[src/rtl/pud_pkg.sv]
// shared types, constants and helper functions of the permissive utf-8 decoder
package pud_pkg;

  localparam int BYTE_W = 8;
  localparam int CP_W   = 21;
  localparam int WC_W   = 2;

  // running width classes
  localparam logic [WC_W-1:0] WC_ONE  = 2'd0;
  localparam logic [WC_W-1:0] WC_TWO  = 2'd1;
  localparam logic [WC_W-1:0] WC_FOUR = 2'd2;

  // lead classes for 2, 3 and 4 byte sequences
  localparam logic [1:0] LC_2B = 2'd0;
  localparam logic [1:0] LC_3B = 2'd1;
  localparam logic [1:0] LC_4B = 2'd2;

  localparam logic [CP_W-1:0] CUT_2B = 21'h0000FF;
  localparam logic [CP_W-1:0] CUT_3B = 21'h00FFFF;

  localparam logic [CP_W-1:0] CH_BACKSLASH = 21'h00005C;
  localparam logic [CP_W-1:0] CH_X         = 21'h000078;
  localparam logic [CP_W-1:0] CH_ZERO      = 21'h000030;
  localparam logic [CP_W-1:0] CH_A         = 21'h000061;

  // work for the back end produced by one accepted byte
  typedef struct packed {
    logic [3:0][BYTE_W-1:0] esc;      // bytes to escape, in order
    logic [2:0]             esc_cnt;  // 0..4
    logic                   has_char; // one decoded character after the escapes
    logic [CP_W-1:0]        cp;
    logic [WC_W-1:0]        cls;
    logic                   is_end;   // end marker closes the list
  } bundle_t;

  function automatic logic [CP_W-1:0] hex_digit(input logic [3:0] v);
    if (v > 4'd9) begin
      hex_digit = CH_A + CP_W'(v - 4'd10);
    end else begin
      hex_digit = CH_ZERO + CP_W'(v);
    end
  endfunction

  function automatic logic [WC_W-1:0] char_width(input logic [1:0] lc,
                                                 input logic [CP_W-1:0] acc);
    case (lc)
      LC_2B:   char_width = (acc > CUT_2B) ? WC_TWO : WC_ONE;
      LC_3B:   char_width = (acc > CUT_3B) ? WC_FOUR : WC_TWO;
      default: char_width = WC_FOUR;
    endcase
  endfunction

endpackage

[src/rtl/pud_queue.sv]
// two-entry bundle queue between front and back end
module pud_queue import pud_pkg::*; (
  input  logic    clk,
  input  logic    rst,
  input  logic    push,
  input  bundle_t push_data,
  output logic    space,
  input  logic    pop,
  output logic    head_valid,
  output bundle_t head
);

  bundle_t    slot [2];
  logic       wr_ptr;
  logic       rd_ptr;
  logic [1:0] count;

  assign space      = (count != 2'd2);
  assign head_valid = (count != 2'd0);
  assign head       = slot[rd_ptr];

  always_ff @(posedge clk) begin
    if (push) begin
      slot[wr_ptr] <= push_data;
    end
  end

  always_ff @(posedge clk) begin
    if (rst) begin
      wr_ptr <= 1'b0;
      rd_ptr <= 1'b0;
      count  <= 2'd0;
    end else begin
      if (push) begin
        wr_ptr <= ~wr_ptr;
      end
      if (pop) begin
        rd_ptr <= ~rd_ptr;
      end
      count <= count + 2'(push) - 2'(pop);
    end
  end

endmodule

[config.mk]
export PLATFORM = sky130hd
export DESIGN_NAME = pud_queue
export DESIGN_NICKNAME = d
export VERILOG_FILES = /design/src/rtl/pud_pkg.sv /design/src/rtl/pud_queue.sv
export SDC_FILE = /design/constraint.sdc
export NUM_CORES = 1
export LEC_CHECK = 0
export BUFFER_PORTS_ARGS = -buffer_cell sky130_fd_sc_hd__buf_2
export CAP_MARGIN = 20
export CORE_MARGIN = 4
export CORE_UTILIZATION = 52
export CTS_CLUSTER_DIAMETER = 80
export CTS_CLUSTER_SIZE = 25
export DETAILED_ROUTE_END_ITERATION = 12
export PLACE_DENSITY = 0.84
export SYNTH_ARGS = -nofsm -noshare
export SYNTH_HDL_FRONTEND = slang
export SYNTH_SLANG_ARGS = --single-unit
[constraint.sdc]
create_clock -name clk -period 4.5 [get_ports clk]
set_input_delay 0 -clock clk [delete_from_list [all_inputs] [get_ports clk]]
set_output_delay 0 -clock clk [all_outputs]
set_load 0.005 [all_outputs]
Word-level counts from Yosys, hierarchy flattened
Memory sizes are Yosys's and may differ from the RTL's. A register that Yosys moved wholly into a read port is not among the register bits.
Index checks and enable logic that the tools add are counted.
- bitwise operators: 2
- equality and inequality tests: 1
- mux-type cells: 4
- add/subtract/negate cells: 2
- reduce and logical (&&, ||, !) cells: 1
- operators by type and width (kind ; count):
    $mux 1 ; 4
    $add 2x1->2 ; 1
    $ne 2x2->1 const B ; 1
    $not 1->1 ; 2
    $reduce_bool 2->1 ; 1
    $sub 2x1->2 ; 1
- memory bits (writable): 120
- output and inout port bits: 62
- register bits: 4
- word-level logic and storage cells: 14
- memories kept: 1
- memories (memory ; depth ; width ; read ports ; clocked after memory_dff ; wr ports ; RTL line ; text):
    slot ; 2 ; 60 ; 1 ; 1 ; 1 ; pud_queue.sv:13 ; bundle_t slot [2];

Logic depth before layout (Yosys ltp)
- word-level depth: 3
- mapped depth: 6
- mapped depth without buffers: 6

Worst setup path before layout
Ideal clock, no wire load.
- path type: flip-flop to flip-flop
- from: reg wr_ptr
- to: mem slot[0][0] in the netlist's numbering, enable pin
- period minus slack after synthesis: 3.483 ns
- buffers on the path: 0
- library setup time: 0.485 ns
- arrival: 2.998 ns
- stages on the path, launching flop included: 2
- path slack: 1.017 ns
- path through: dfxtp_1 -> nor2b_1
- RTL lines (element ; RTL line ; text):
    start: declaration ; pud_queue.sv:14 ; logic wr_ptr;
    start signal: assignment ; pud_queue.sv:35 ; wr_ptr <= ~wr_ptr;
    end: declaration ; pud_queue.sv:13 ;
Straight into the memory's write port.

Final worst setup path
- from: reg wr_ptr
- to: mem slot[1][34] in the netlist's numbering, enable pin
Straight into the memory's write port.

==> run summary <==
first-pass GRT wire length: 14510 µm
Crit Path Class: flop to flop
Clock power frac: 42.9%
crit end category: flop
Post-Syn Area per Cell: 23.33 µm²
deepest clock path buffer count: 2
diodes inserted: 0
Top Ports: 126
Slew @ Worst Pin: 0.8524 ns
RSZ-0062 raised after global routing: no
worst-skew pair later-pin latency: 0.49 ns
static leakage: 2.740 nW
Rel. slew slack: 43.05%
DRC: 0
DR vias/cell: 4.786
die area: 10940 µm²
Syn. warnings: 0
Initial DRC Count: 117
DIE WIDTH: 104.6 µm
Congestion Overflow GR: 0
top layer in use: met4
syn nets: 274
Slew Viols, Final: 0
Max Freq: 508.2 MHz
Setup Skew: 0.008807 ns
Routed WL per cell: 17.24 µm
crit path time final: 1.968 ns
number of max-cap violations: 0
Sw Pwr: 0.6437 mW
worst min path class: primary input to flop
power per cell area: 451.9 nW/µm²
H-Tree Level Count: 4
met1 WL: 3507 µm
vias in the first global route: 2893
footprint of the multi-input gates: 1018 µm²
Register Area: 3707 µm²
filler cell count in the final layout: 495
cell count after synthesis: 208
CTS buffer count: 17
Max FO, Critical Path: 31
total power: 3.057 mW
Seq/Total Area, Yosys: 76.33%
clk slew on worst S/H paths: 0.06 ns
final setup fails: 0
final wirelength: 9187 µm
Int Pwr: 2.413 mW
Worst VDD drop: 0.3013 mV
drt pass-1 iters: 4
Area growth syn-to-layout: 39.40%
final count of hold timing violations: 0
die height: 104.6 µm
nets: 478
outcome: finished clean
Mapped Area: 4852 µm²
RD Place Congestion: 0.6621
power share of the combinational group: 11.5%
WP data required: 4.64 ns
Std-Cell Rows: 34
Clk Tree Root Cell: clkbuf_8
postcts setup bufs: 0
synthesis-stage register bit count: 125
initial antenna violation count: 0
core area: 8891 µm²
crit path DAT: 2.11 ns
Final Cycle Share: 43.73%
Detail Placement HPWL: 5335 µm
CTS tree: yes
Global Route Usage Sum: 17.47%
switch share: 21.06%
share of post-route cells with drive strength above 1: 52.47%
met2 WL: 5012 µm
port bufs: 125
vias: 2551
Cell variety after synth: 14
CP startpoint kind: flop
DRT antenna net count: 0
initial core utilization: 54.57%
setup TNS: 0 ns
largest net degree at the start of global routing: 61
Reg power frac: 45.6%
met3 wire length: 581 µm
CTS Sinks: 125
power by group through the flow:
| stage | Clock (mW) | Combinational [mW] | Sequential [mW] |
|---|---|---|---|
| final | 1.31 | 0.351 | 1.39 |
| after global routing | 1.40 | 0.379 | 1.40 |
| after CTS | 1.33 | 0.333 | 1.41 |
| after detailed placement | 0 | 0.286 | 1.43 |
| after global placement | 0 | 0.279 | 1.43 |
| after floorplan | 0 | 0.208 | 1.40 |
flip-flops by register name (all words and copies together) (netlist names), named ones only:
name	count
rd_ptr	1
slot	120
count	2
wr_ptr	1
synthesized netlist by cell type, drive strengths merged:
master    n  share of area [%]
inv       2               0.15
xnor2     2               0.36
edfxtp  120                 74
dfxtp     5                2.1
and2      1               0.13
ha        2               0.52
xnor3     1               0.46
nor2      4               0.31
nor2b     2               0.26
or2       1               0.13
buf       7                2.7
nand2     1              0.077
mux2     60                 19
timing repair:
action,in CTS,in global routing
hold endpoints to repair,125,0
hold buffers,64,0
gates resized for setup,0,0
worst max-delay path: stages (launching register included):
cell	delay, ns
dfxtp_1	0.42
and2_2	0.67
buf_4	0.51
cell usage in the layout (no fill, tap or decap):
cell / n
clkbuf_8: 1
clkinvlp_4: 5
dlygate4sd3_1: 64
inv_1: 2
nor2_1: 4
xnor3_1: 1
xnor2_1: 2
clkinv_2: 3
buf_2: 125
clkinv_4: 2
or2_2: 1
mux2_4: 60
and2_2: 1
nand2_1: 1
clkbuf_16: 16
dfxtp_4: 1
bufinv_16: 3
dfxtp_1: 4
ha_1: 2
inv_6: 1
nor2b_4: 1
nor2b_1: 1
edfxtp_1: 120
clkinv_1: 1
buf_4: 2
buf_16: 1
layer usage:
metal  track usage (%)  vias up
met5                 0        -
met2             32.38       89
li1                  -     1225
met4             5.436        0
met3             6.658        8
met1             18.31     1229
cell type report:
class / instances / share of cell area [%]
Multi-Input combinational cell: 74 / 15.06
Clock inverter: 15 / 2.553
Tap cell: 108 / 1.998
Sequential cell: 125 / 54.81
Timing Repair Buffer: 192 / 19.35
Inverter: 2 / 0.1110
Clock buffer: 17 / 6.123
metrics by stage:
| stage | instance area, µm² | cells | util (%) | worst slack [ns] | hold WS, ns |
|---|---|---|---|---|---|
| after floorplan | 4852 | 208 | - | 1.017 | 0.07161 |
| after global placement | 5509 | 436 | 61.96 | 2.562 | 0.1887 |
| after detailed placement | 5509 | 436 | 61.96 | 2.535 | 0.1911 |
| after CTS | 6736 | 532 | 75.77 | 2.355 | 0.1980 |
| after global routing | 6764 | 533 | 76.08 | 2.425 | 0.2001 |
| final | 6764 | 533 | 76.08 | 2.532 | 0.2270 |
kinds of logic (layout without fill, tap and decap cells):
family	Yosys count	count (layout)	synth area share, %
simple gates	9	9	0.9025
xor+xnor	3	3	0.8252
buf+inv	9	226	2.862
mux	60	60	18.57
flops	125	125	76.33
fa+ha+maj	2	2	0.5156
final timing paths:
| path | startpoint | endpoint | slack (ns) | depth (start not counted) |
|---|---|---|---|---|
| max | wr_ptr$_SDFFE_PP0P_ | slot[1][34]$_DFFE_PP_ | 2.53 | 2 |
| min reg2reg | rd_ptr$_SDFFE_PP0P_ | rd_ptr$_SDFFE_PP0P_ | 0.55 | 2 |
| min | push_data[37] | slot[0][37]$_DFFE_PP_ | 0.23 | 2 |
| max reg2reg | wr_ptr$_SDFFE_PP0P_ | slot[1][34]$_DFFE_PP_ | 2.53 | 2 |
(Power assumes the default switching activity.)
